<file path="src/rtl/ctss_pkg.sv">
// Shared types and constants of the countdown timer with seven-segment display.
`timescale 1ns / 1ps

package ctss_pkg;

	localparam int unsigned CFG_W = 16;
	localparam int unsigned MIN_W = 7;
	localparam int unsigned SEC_W = 6;
	localparam int unsigned SEG_W = 7;
	localparam int unsigned DIG_W = 4;
	localparam int unsigned IDX_W = 2;

	// register indexes on the write port
	localparam logic [IDX_W-1:0] REG_TICK_PER_SECOND = 2'd0;
	localparam logic [IDX_W-1:0] REG_BUZZER_TICKS    = 2'd1;
	localparam logic [IDX_W-1:0] REG_BLINK_TICKS     = 2'd2;

	localparam logic [CFG_W-1:0] TICK_PER_SECOND_RST = 16'd1000;
	localparam logic [CFG_W-1:0] BUZZER_TICKS_RST    = 16'd300;
	localparam logic [CFG_W-1:0] BLINK_TICKS_RST     = 16'd500;

	localparam logic [MIN_W-1:0] MINUTE_MAX = 7'd99;
	localparam logic [SEC_W-1:0] SECOND_MAX = 6'd59;

	// active-high segment patterns for digits 0..9, bit0 a to bit6 g
	localparam logic [SEG_W-1:0] SEG_CODE [10] = '{
		7'h3F, 7'h06, 7'h5B, 7'h4F, 7'h66, 7'h6D, 7'h7D, 7'h07, 7'h7F, 7'h6F
	};
	localparam logic [SEG_W-1:0] SEG_BLANK = 7'h7F;

	typedef struct packed {
		logic tick;
		logic enc_clock;
		logic enc_data;
		logic button_level;
	} in_item_t;

	typedef struct packed {
		logic [SEG_W-1:0] segments;
		logic [DIG_W-1:0] digit_enable;
		logic             buzzer;
		logic             colon;
		logic [MIN_W-1:0] minutes_now;
		logic [SEC_W-1:0] seconds_now;
		logic             running_now;
	} out_item_t;

	typedef struct packed {
		logic [CFG_W-1:0] tick_per_second;
		logic [CFG_W-1:0] buzzer_ticks;
		logic [CFG_W-1:0] blink_ticks;
	} cfg_t;

	typedef struct packed {
		logic [MIN_W-1:0] minutes;
		logic [SEC_W-1:0] seconds;
	} clock_time_t;

	typedef struct packed {
		logic [MIN_W-1:0] minutes;
		logic [SEC_W-1:0] seconds;
		logic             running;
		logic [1:0]       digit_index;
		logic [CFG_W-1:0] second_count;
		logic [CFG_W-1:0] buzz_count;
		logic [CFG_W-1:0] blink_count;
		logic [SEG_W-1:0] shown_segments;
		logic [DIG_W-1:0] shown_digit;
		logic             buzz_on;
		logic             colon_on;
		logic             last_clock;
		logic             last_button;
	} state_t;

	localparam state_t STATE_RST = '{
		minutes: '0, seconds: '0, running: 1'b0, digit_index: '0,
		second_count: '0, buzz_count: '0, blink_count: '0,
		shown_segments: '0, shown_digit: '0, buzz_on: 1'b0, colon_on: 1'b0,
		last_clock: 1'b0, last_button: 1'b1
	};

endpackage

</file>
<file path="src/rtl/ctss_stream_if.sv">
// Valid/ready stream channel carrying one payload beat.
`timescale 1ns / 1ps

interface ctss_stream_if #(
	parameter type T = logic
);
	logic valid;
	logic ready;
	T     data;

	modport source (output valid, output data, input ready);
	modport sink (input valid, input data, output ready);
endinterface

</file>
<file path="src/rtl/countdown_timer_seven_segment.sv">
// Top level of the countdown timer with multiplexed seven-segment display.
// Each accepted beat is captured in the input register, and its result is then loaded into
// the result register once that register is free or being drained, where it is offered.
// Throughput: one beat per cycle while the sink keeps taking results; ctss_step is a single pass.
// Reset (arst_n low, asynchronous): time 00:00, stopped, display blank, button
// seen released, registers at 1000 / 300 / 500 ticks, both stages empty.
`timescale 1ns / 1ps

module countdown_timer_seven_segment (
	input  logic                          clk,
	input  logic                          arst_n,
	ctss_stream_if.sink                   item,
	ctss_stream_if.source                 result,
	input  logic                          wr_en,
	input  logic [ctss_pkg::IDX_W-1:0]    wr_index,
	input  logic [ctss_pkg::CFG_W-1:0]    wr_data
);

	ctss_pkg::cfg_t      cfg_q;
	ctss_pkg::state_t    state_q;
	ctss_pkg::state_t    state_d;
	ctss_pkg::in_item_t  item_s1;
	logic                item_valid_s1;
	ctss_pkg::out_item_t result_s2;
	logic                result_valid_s2;
	logic                advance;

	// Configuration writes: the user must write only while idle; the block does not
	// enforce it. A write simply overwrites; an index past the last register is dropped.
	always_ff @(posedge clk or negedge arst_n) begin
		if (!arst_n) begin
			cfg_q.tick_per_second <= ctss_pkg::TICK_PER_SECOND_RST;
			cfg_q.buzzer_ticks    <= ctss_pkg::BUZZER_TICKS_RST;
			cfg_q.blink_ticks     <= ctss_pkg::BLINK_TICKS_RST;
		end else if (wr_en) begin
			case (wr_index)
				ctss_pkg::REG_TICK_PER_SECOND: cfg_q.tick_per_second <= wr_data;
				ctss_pkg::REG_BUZZER_TICKS:    cfg_q.buzzer_ticks    <= wr_data;
				ctss_pkg::REG_BLINK_TICKS:     cfg_q.blink_ticks     <= wr_data;
				default: begin
				end
			endcase
		end
	end

	// The stage-1 beat moves on whenever the result register is free or being
	// drained this cycle. The input side is open whenever stage 1 empties, so
	// one waiting result does not stop the next beat from being taken; with
	// both stages full and the sink holding off, the input stalls.
	assign advance    = item_valid_s1 && (!result_valid_s2 || result.ready);
	assign item.ready = !item_valid_s1 || advance;

	// Input register: capture the raw pin samples and tick flag.
	always_ff @(posedge clk or negedge arst_n) begin
		if (!arst_n) begin
			item_valid_s1 <= 1'b0;
		end else if (item.ready) begin
			item_valid_s1 <= item.valid;
		end
	end

	always_ff @(posedge clk) begin
		if (item.valid && item.ready) begin
			item_s1 <= item.data;
		end
	end

	// One pass over edges, display step, countdown, buzzer and colon.
	ctss_step u_step (
		.cur  (state_q),
		.item (item_s1),
		.cfg  (cfg_q),
		.nxt  (state_d)
	);

	// Timer state advances exactly once per beat, as it leaves stage 1.
	always_ff @(posedge clk or negedge arst_n) begin
		if (!arst_n) begin
			state_q <= ctss_pkg::STATE_RST;
		end else if (advance) begin
			state_q <= state_d;
		end
	end

	// Result register: hold until the sink takes the beat.
	always_ff @(posedge clk or negedge arst_n) begin
		if (!arst_n) begin
			result_valid_s2 <= 1'b0;
		end else if (advance) begin
			result_valid_s2 <= 1'b1;
		end else if (result.ready) begin
			result_valid_s2 <= 1'b0;
		end
	end

	always_ff @(posedge clk) begin
		if (advance) begin
			result_s2.segments     <= state_d.shown_segments;
			result_s2.digit_enable <= state_d.shown_digit;
			result_s2.buzzer       <= state_d.buzz_on;
			result_s2.colon        <= state_d.colon_on;
			result_s2.minutes_now  <= state_d.minutes;
			result_s2.seconds_now  <= state_d.seconds;
			result_s2.running_now  <= state_d.running;
		end
	end

	assign result.valid = result_valid_s2;
	assign result.data  = result_s2;

	// A beat leaving stage 1 always shows up as a pending result.
	a_advance_fills: assert property (@(posedge clk) disable iff (!arst_n)
		advance |=> result_valid_s2)
	else $error("stage-1 beat lost on its way to the result register");

	// The buzzer only sounds while its count has ticks left.
	a_buzz_count: assert property (@(posedge clk) disable iff (!arst_n)
		state_q.buzz_on |-> (state_q.buzz_count != '0))
	else $error("buzzer on with an empty buzz count");

	// Time stays within 00:00 .. 99:59.
	a_time_range: assert property (@(posedge clk) disable iff (!arst_n)
		(state_q.minutes <= ctss_pkg::MINUTE_MAX) && (state_q.seconds <= ctss_pkg::SECOND_MAX))
	else $error("time out of range");

	// At most one digit is enabled in any offered result.
	a_digit_onehot: assert property (@(posedge clk) disable iff (!arst_n)
		result_valid_s2 |-> $onehot0(result_s2.digit_enable))
	else $error("more than one digit enabled");

endmodule

</file>
<file path="src/rtl/ctss_digit.sv">
// Digit select and active-low seven-segment decode for the multiplexed display.
`timescale 1ns / 1ps

module ctss_digit (
	input  logic [ctss_pkg::MIN_W-1:0] minutes,
	input  logic [ctss_pkg::SEC_W-1:0] seconds,
	input  logic [1:0]                 digit_index,
	output logic [ctss_pkg::SEG_W-1:0] segments
);

	logic [6:0]  value;
	logic [14:0] prod;
	logic [3:0]  tens;
	logic [6:0]  ones;
	logic [3:0]  digit;

	// pick minutes for the two left digits, seconds for the right two
	assign value = digit_index[1] ? {1'b0, seconds} : minutes;

	// divide by ten as multiply by 205 and shift by 11, exact below 180
	assign prod = {8'd0, value} * 15'd205;
	assign tens = prod[14:11];
	assign ones = value - 7'({3'd0, tens} * 7'd10);

	assign digit = digit_index[0] ? ones[3:0] : tens;

	always_comb begin
		case (digit)
			4'd0, 4'd1, 4'd2, 4'd3, 4'd4, 4'd5, 4'd6, 4'd7, 4'd8, 4'd9: begin
				segments = ~ctss_pkg::SEG_CODE[digit];
			end
			default: begin
				segments = ctss_pkg::SEG_BLANK;
			end
		endcase
	end

endmodule

</file>
<file path="src/rtl/ctss_step.sv">
// Next-state logic of the timer for one input beat.
`timescale 1ns / 1ps

module ctss_step (
	input  ctss_pkg::state_t   cur,
	input  ctss_pkg::in_item_t item,
	input  ctss_pkg::cfg_t     cfg,
	output ctss_pkg::state_t   nxt
);

	function automatic ctss_pkg::clock_time_t add_second(ctss_pkg::clock_time_t t);
		ctss_pkg::clock_time_t r;
		r = t;
		if (t.seconds == ctss_pkg::SECOND_MAX) begin
			r.seconds = '0;
			r.minutes = (t.minutes == ctss_pkg::MINUTE_MAX) ? '0 : t.minutes + 7'd1;
		end else begin
			r.seconds = t.seconds + 6'd1;
		end
		return r;
	endfunction

	function automatic ctss_pkg::clock_time_t remove_second(ctss_pkg::clock_time_t t);
		ctss_pkg::clock_time_t r;
		r = t;
		if (t.seconds == '0) begin
			if (t.minutes != '0) begin
				r.minutes = t.minutes - 7'd1;
				r.seconds = ctss_pkg::SECOND_MAX;
			end
		end else begin
			r.seconds = t.seconds - 6'd1;
		end
		return r;
	endfunction

	ctss_pkg::clock_time_t                  set_time;
	logic                                   set_running;
	logic [ctss_pkg::SEG_W-1:0]             segs;
	logic [ctss_pkg::CFG_W:0]               sec_sum;
	logic [ctss_pkg::CFG_W-1:0]             buzz_load;
	ctss_pkg::clock_time_t                  down_time;

	// encoder and button edges come first
	always_comb begin
		set_time    = '{minutes: cur.minutes, seconds: cur.seconds};
		set_running = cur.running;
		if (item.enc_clock && !cur.last_clock) begin
			set_time = item.enc_data ? remove_second(set_time) : add_second(set_time);
		end
		if (!item.button_level && cur.last_button) begin
			set_running = ~cur.running;
		end
	end

	ctss_digit u_digit (
		.minutes     (set_time.minutes),
		.seconds     (set_time.seconds),
		.digit_index (cur.digit_index),
		.segments    (segs)
	);

	assign sec_sum   = {1'b0, cur.second_count} + 17'd1;
	assign down_time = remove_second(set_time);

	always_comb begin
		nxt             = cur;
		nxt.minutes     = set_time.minutes;
		nxt.seconds     = set_time.seconds;
		nxt.running     = set_running;
		nxt.last_clock  = item.enc_clock;
		nxt.last_button = item.button_level;
		buzz_load       = cur.buzz_count;
		if (item.tick) begin
			nxt.shown_segments = segs;
			nxt.shown_digit    = 4'b0001 << cur.digit_index;
			nxt.digit_index    = cur.digit_index + 2'd1;

			if (sec_sum >= {1'b0, cfg.tick_per_second}) begin
				nxt.second_count = '0;
				if (set_running) begin
					nxt.minutes = down_time.minutes;
					nxt.seconds = down_time.seconds;
					if (down_time.minutes == '0 && down_time.seconds == '0) begin
						nxt.running = 1'b0;
						buzz_load   = cfg.buzzer_ticks;
						if (cfg.buzzer_ticks != '0) begin
							nxt.buzz_on = 1'b1;
						end
					end
				end
			end else begin
				nxt.second_count = sec_sum[ctss_pkg::CFG_W-1:0];
			end

			nxt.buzz_count = buzz_load;
			if (buzz_load != '0) begin
				nxt.buzz_count = buzz_load - 16'd1;
				if (buzz_load == 16'd1) begin
					nxt.buzz_on = 1'b0;
				end
			end

			nxt.blink_count = cur.blink_count + 16'd1;
			if (nxt.running) begin
				if (nxt.blink_count >= cfg.blink_ticks) begin
					nxt.colon_on    = ~cur.colon_on;
					nxt.blink_count = '0;
				end
			end else begin
				nxt.colon_on = 1'b1;
			end
		end
	end

endmodule

</file>
<file path="src/flat_wrapper.sv">
// flat-port wrapper written by rule: the top's interface ports become plain ports
module countdown_timer_seven_segment_flat 
  (clk, arst_n, wr_en, wr_index, wr_data, item_valid, item_data, item_ready, result_valid, result_data, result_ready);
  ctss_stream_if #(.T(ctss_pkg::in_item_t)) item_i ();
  ctss_stream_if #(.T(ctss_pkg::out_item_t)) result_i ();
  input  logic clk;
  input  logic arst_n;
  input  logic wr_en;
  input  logic [ctss_pkg::IDX_W-1:0] wr_index;
  input  logic [ctss_pkg::CFG_W-1:0] wr_data;
  input wire logic [$bits(item_i.valid)-1:0] item_valid;
  input wire logic [$bits(item_i.data)-1:0] item_data;
  output wire logic [$bits(item_i.ready)-1:0] item_ready;
  output wire logic [$bits(result_i.valid)-1:0] result_valid;
  output wire logic [$bits(result_i.data)-1:0] result_data;
  input wire logic [$bits(result_i.ready)-1:0] result_ready;
  assign item_i.valid = item_valid;
  assign item_i.data = item_data;
  assign item_ready = item_i.ready;
  assign result_valid = result_i.valid;
  assign result_data = result_i.data;
  assign result_i.ready = result_ready;
  countdown_timer_seven_segment u_core (.clk(clk), .arst_n(arst_n), .item(item_i), .result(result_i), .wr_en(wr_en), .wr_index(wr_index), .wr_data(wr_data));
endmodule
</file>
<file path="config.mk">
export PLATFORM = sky130hd
export DESIGN_NAME = countdown_timer_seven_segment_flat
export DESIGN_NICKNAME = d
export VERILOG_FILES = /design/src/rtl/ctss_pkg.sv /design/src/rtl/ctss_stream_if.sv /design/src/rtl/countdown_timer_seven_segment.sv /design/src/rtl/ctss_digit.sv /design/src/rtl/ctss_step.sv /design/src/flat_wrapper.sv
export SDC_FILE = /design/constraint.sdc
export NUM_CORES = 1
export LEC_CHECK = 0
export BUFFER_PORTS_ARGS = -buffer_cell sky130_fd_sc_hd__buf_2
export CORE_UTILIZATION = 25
export CTS_CLUSTER_SIZE = 20
export DETAILED_ROUTE_END_ITERATION = 10
export HOLD_SLACK_MARGIN = 0.15
export SYNTH_ARGS = -nofsm -noshare
export SYNTH_HDL_FRONTEND = slang
export SYNTH_SLANG_ARGS = --single-unit
export TNS_END_PERCENT = 30
</file>
<file path="constraint.sdc">
create_clock -name clk -period 12.15 [get_ports clk]
set_input_delay 0.6075 -clock clk [delete_from_list [all_inputs] [get_ports clk]]
set_output_delay 0.6075 -clock clk [all_outputs]
set_load 0.005 [all_outputs]
</file>
## Word-level counts from Yosys, hierarchy flattened

Memory sizes are Yosys's and may differ from the RTL's.
Index checks and enable logic that the tools add are counted.
W data, S select, Z words.

- Bits in read-only memories: 112
- Input bits: 27
- Bits in writable memories: 0
- Bits in latches: 0
- Logic and storage cells: 132
- Memories: 1
- Bits in registers: 160

- Muxes and demuxes: 40
- Bitwise logic cells: 4
- Order comparisons: 3
- Div/mod/pow operators: 0
- Reduce and logical (&&, ||, !) cells: 27
- Shift operators: 1
- Multipliers: 2
- Add/sub/neg operators: 11
- Equal/unequal tests: 14

Memory list:

| memory | words | bits a word | read ports | clocked after memory_dff | write ports | line | RTL |
|---|---|---|---|---|---|---|---|
| (no name shown) | 16 | 7 | 1 | 0 | 0 | ctss_digit.sv:30 | `segments = ~ctss_pkg::SEG_CODE[digit];` |

Operator list:

| operator | count |
|---|---|
| $mux W16 | 8 |
| $mux W77 | 1 |
| $mux W7 | 8 |
| $mux W13 | 4 |
| $mux W14 | 3 |
| $reduce_bool A16 Y1 | 2 |
| $logic_not A6 Y1 | 3 |
| $mux W6 | 3 |
| $add A16 B1 Y17 const B | 1 |
| $ge A17 B16 Y1 | 1 |
| $add A16 B1 Y16 const B | 1 |
| $eq A16 B1 Y1 const B | 1 |
| $eq A4 B3 Y1 const B | 4 |
| $ge A16 B16 Y1 | 1 |
| $sub A16 B1 Y16 const B | 1 |
| $mul A7 B8 Y15 const B | 1 |
| $reduce_bool A7 Y1 | 2 |
| $sub A7 B1 Y7 const B | 2 |
| $mux W1 | 12 |
| $sub A6 B1 Y6 const B | 2 |
| $reduce_or A10 Y1 | 1 |
| $eq A4 B2 Y1 const B | 2 |
| $eq A4 B4 Y1 const B | 2 |
| $reduce_and A2 Y1 | 4 |
| other kinds (23) | 32 |

## Longest topological paths before layout

- Word-level depth: 18
- Mapped depth: 35
- Gate-level depth less buffers: 34

## Hierarchy

A second synthesis with hierarchy kept.

- Cells, all modules: 1219
- Area, all modules: 12160.4 um^2

By module, submodules not included:

| module | cells each | instances | area each (um^2) | sequential area each (um^2) |
|---|---|---|---|---|
| countdown_timer_seven_segment | 308 | 1 | 5784.3 | 4180.3 |
| ctss_step | 733 | 1 | 4848.4 | 0.0 |
| ctss_digit | 178 | 1 | 1527.7 | 0.0 |

## Worst setup path before layout

No wires, ideal clock.

- Kind: flip-flop to flip-flop
- From: register u_core.state_q[67] (netlist bit)
- To: register u_core.result_s2, in the netlist u_core.result.data[22], data pin
- Data arrival time: 7.064 ns
- Stages on the path, launching flop included: 34
- Library setup time: 0.270 ns
- Path slack: 4.816 ns
- Path buffers: 1
- Cells stage by stage: dfrtp_1 > inv_1 > ha_1 > clkbuf_1 > inv_1 > a2111oi_0 > a211oi_1 > a31o_2 > o21ai_0 > ha_1 > inv_1 > fa_1 > inv_1 > ha_1 > inv_1 > fa_1 > inv_1 > ha_1 > a21o_1 > a21o_1 > a21o_1 > or2_2 > o311ai_1 > inv_1 > ha_1 > nand2_1 > o21ai_0 > inv_1 > ha_1 > nor2_1 > a211oi_1 > o21ai_0 > a211oi_1 > a21oi_1

RTL lines:

| item | line | RTL |
|---|---|---|
| start: declaration | countdown_timer_seven_segment.sv:20 | `ctss_pkg::state_t state_q;` |
| start signal: assignment | countdown_timer_seven_segment.sv:79 | `state_q <= ctss_pkg::STATE_RST;` |
| start signal: assignment | countdown_timer_seven_segment.sv:81 | `state_q <= state_d;` |
| end: declaration | countdown_timer_seven_segment.sv:24 | `ctss_pkg::out_item_t result_s2;` |

==> summary.md <==
The flow ran to the end, and the final reports show no timing, DRC or antenna violations. Clock latency on the worst-skew pair, taken at its later pin, is 0.47 ns. Setup repair after global routing left no endpoint under its margin.

The initial antenna violation count was 1. For this block, the initial DRC count from the detailed router was 740. Number of global-route vias before repair: 8679. For the minimum setup slack after placement, the log shows 3.75 ns. Timing would allow up to 0.118 GHz.

Subtracting the final worst setup slack from the clock period gives 8.51 ns. The share of synthesized registers carrying an async set or reset works out to 80.6%. Data on the critical path is required at its endpoint by 12.34 ns.

For the highest ir drop seen on vdd, the log shows 261 uV. The top cell type by total area after synthesis was dfrtp_1. The final wirelength was 29.3 mm; the number of vias per cell after detailed routing was 4.91.

Sorting the synthesized cells by area gives the leading types as dfrtp_1 25%, ha_1 9.8%, edfxtp_1 8.3%. The tools report the total power after layout as 4.06 mW. STA classifies the critical path endpoint as a flop. Summed over all cells, the static leakage comes to 5.42 nW.

The buffer levels on the longest clock path is 2, and the switching portion of total power is 47.6%. Ranked by instance count, the synthesized netlist is headed by 151 x nand2_1, 112 x dfrtp_1, 96 x o21ai_0. The synthesized net count was 1335; the setup TNS was 0 ns. Synthesis inferred 160 register bits.

The starting utilization of the core area was 25.3%; the count of vias placed by the detailed router was 9074. TritonCTS built the clock tree. Global routing finished with a remaining overflow of 0. Relative to the synthesized area, the layout overhead comes to 13.2%.

At the end of routability-driven placement, the weighted congestion stood at 0.923. Peak fanout along the critical path: 11. The area fraction of the dominant cell type after synthesis is 25.1%, and the cell area after synthesis is 0.0112 mm2. In this run, placement finished with an instance count of 1817. Among the stages of the critical path, the cell type that occurs most often is inv_1. For this run, the post-layout net count is 1367.

Filler-free cell count of the finished design: 1849. The horizontal die dimension came out at 213 um. After floorplanning, the core was divided into 77 placement rows. The highest cell delay on the worst timing path is 0.68 ns, and the clock input transition at the sequential cells of the worst setup and hold paths is 0.08 ns. In this run the standard cell core region covers 0.0441 mm2. Across the run, the number of max-cap violations was 0. The number of enable-type register cells in the synthesized netlist was 31; the post-detailed-placement half-perimeter wirelength was 21.5 mm.

The detail route stage leaves a number of antenna-violating nets equal to 0. Total count of hold-check failures in the final report: 0. The run gives 1.93 mW as the net switching power.

The detail-routed net length per standard cell works out to 15.8 um. The final routed DRC violation total is 0, and the final hold slack is 0.167 ns. Grouping stages by cell kind, the critical path spends the most delay in compound AO/OA/AOI/OAI gates. The hold buffer count at CTS came out at 0.

The number of buffer and inverter stages on the critical path is 8. The H-tree was split into 4 levels. The ratio of final minimum period to clock period came out at 70.0%. In the global route stage, overall resource usage came out at 13.3%. TritonCTS created 17 clock buffers.

The die covers 0.0455 mm2. The worst setup path is of the reg2reg kind. The run gives 0 as the count of cells resized by post-cts repair.

For this design, the sink count on the clock tree is 160. The worst setup path is launched from a flop. Power spread over the standard cell area amounts to 321 mW/mm2. The run gives 0 as the count of inserted antenna diode cells. Cells with a size suffix above 1 make up 15.2% of the layout. The worst register-to-register path ends at u_core.result.data[22]. The number of warnings issued by yosys was 0.

The number of buffers inserted to repair setup after CTS was 0. The floorplan step set the die height to 213 um. In the post-route analysis, the smallest setup slack over all paths is 3.64 ns. In this run, flip-flops and latches consume 21.7% of the power.

For the final database, setup skew stands at 0.0196 ns. The total internal power was 2.13 mW; the actual transition at the worst max-transition pin was 0.870 ns. Setup violations remaining at the end of the flow were counted as 0. The logs give 3.64 ns for the worst setup slack for register-to-register paths and 56 for the number of I/O pins. Source of the worst register-to-register timing path: u_core.state_q[67]. A synthesized cell averages 9.20 um2.

Slowest library cell on the worst path: a2111oi_0. Combinational logic burns 64.5% of the power. The share of the Yosys chip area taken by registers is 37.5%.

The first global-routing pass estimated 46.8 mm of wire. Synthesis handed over a netlist of 1212 instances. The tools report the data arrival time of the worst path as 8.70 ns. For the worst flop-to-flop path, the logic depth is 32. The logs give 70 for the pin count of the biggest net entering global routing and 0 for the max-slew violation count. In the post-synthesis netlist, the cell with the most instances is nand2_1. For the number of distinct library cells after synthesis, the log shows 90. Port buffering added 55 buffers.

The worst pin sits at a relative slew slack of 41.8%. The share of total power dissipated in the clock network is 13.7%. Kind of path behind the tightest hold check: in2async. For this run, the leading register cell type out of synthesis is dfrtp_1. The first detailed-routing pass took 5 iterations. The tree is rooted in a clkbuf_16.
through the flow:
stage,instance area (um2),util (%)
global route,12600,28.6
detailed placement,12000,27.2
finish,12600,28.6
floorplan,11200,-
global placement,12000,27.2
CTS,12600,28.6
final cells by class:
cell class	instances	area, um2
clock buffers	17	425
flip-flops and latches	160	4180
inverters	87	327
multi-input cells	914	6420
clock inverters	15	188
repair buffers	64	349
well taps	592	741
fillers	4718	31500
worst max-delay path by stage:
stage | depth (start not counted) | endpoint | slack (ns) | from
global placement | 32 | u_core.result.data[22] | 4.12 | u_core.state_q[67]
floorplan | 33 | u_core.result.data[22] | 4.82 | u_core.state_q[67]
global route | 32 | u_core.result.data[22] | 3.03 | u_core.state_q[66]
detailed placement | 32 | u_core.result.data[22] | 3.75 | u_core.state_q[66]
finish | 32 | u_core.result.data[22] | 3.64 | u_core.state_q[67]
CTS | 32 | u_core.result.data[22] | 3.75 | u_core.state_q[66]
logic make-up (layout without fill, tap and decap cells):
group | after synthesis | after routing | share of synthesized area [%]
compound gates | 278 | 278 | 16.2
buf+inv | 138 | 183 | 5.02
fa+ha+maj | 96 | 96 | 11.4
simple gates | 422 | 422 | 19.1
mux | 66 | 66 | 6.54
xor+xnor | 52 | 52 | 4.22
flops | 160 | 160 | 37.5
layer usage:
| layer | vias to the layer above | routed length (um) | global-route usage (%) | part of all wire, % |
|---|---|---|---|---|
| met3 | 22 | 1380 | 2.57 | 4.7 |
| li1 | 4415 | - | - | - |
| met1 | 4414 | 14000 | 18.3 | 48 |
| met4 | 2 | 352 | 4.09 | 1.2 |
| met5 | - | 12 | 0 | 0.041 |
| met2 | 221 | 13600 | 20.9 | 46 |
cells in the final DEF (no fill, tap or decap), drive strengths merged, types with 6 or more instances in the layout:
cell | netlist | layout
nand2 | 151 | 151
dfrtp | 112 | 112
o21ai | 99 | 99
inv | 86 | 93
ha | 87 | 87
buf | 11 | 64
nor2 | 54 | 54
mux2 | 52 | 52
a21oi | 50 | 50
nand3 | 42 | 42
xnor2 | 39 | 39
edfxtp | 31 | 31
nor3 | 28 | 28
nand2b | 24 | 24
nand4 | 18 | 18
clkbuf | 40 | 17
dfstp | 17 | 17
and3 | 17 | 17
a21o | 15 | 15
mux2i | 14 | 14
xor2 | 13 | 13
a31oi | 12 | 12
nor4 | 12 | 12
and2 | 12 | 12
nor2b | 11 | 11
a211oi | 11 | 11
o31ai | 11 | 11
o211ai | 10 | 10
or3 | 9 | 9
fa | 9 | 9
nand3b | 8 | 8
nor3b | 8 | 8
clkinv | 1 | 8
o21a | 7 | 7
or2 | 6 | 6
power by group through the flow:
stage          registers [mW]  clock network (mW)  logic (mW)
3_5_place_dp            0.891                   0        2.60
6_report                0.882               0.556        2.62
3_3_place_gp            0.887                   0        2.54
4_1_cts                 0.883               0.576        2.62
2_1_floorplan           0.823                   0        2.07
5_1_grt                 0.908               0.597        2.98
flip-flops by register name, indices dropped and copies added, names as in the netlist:
name and cells:
u_core.cfg_q 48, u_core.item_s1 4, u_core.item_valid_s1 1, u_core.result.data 27
u_core.result.valid 1, u_core.state_q 79
worst reg2reg max path: cells and delay by family (launching register included):
kind            cells  cell delay, ns
fa+ha+maj           8            2.68
simple gates        3            0.46
compound gates     13            3.81
flops               1            0.44
buf+inv             8            0.85
Note: power is estimated with default switching activity, not from simulation.
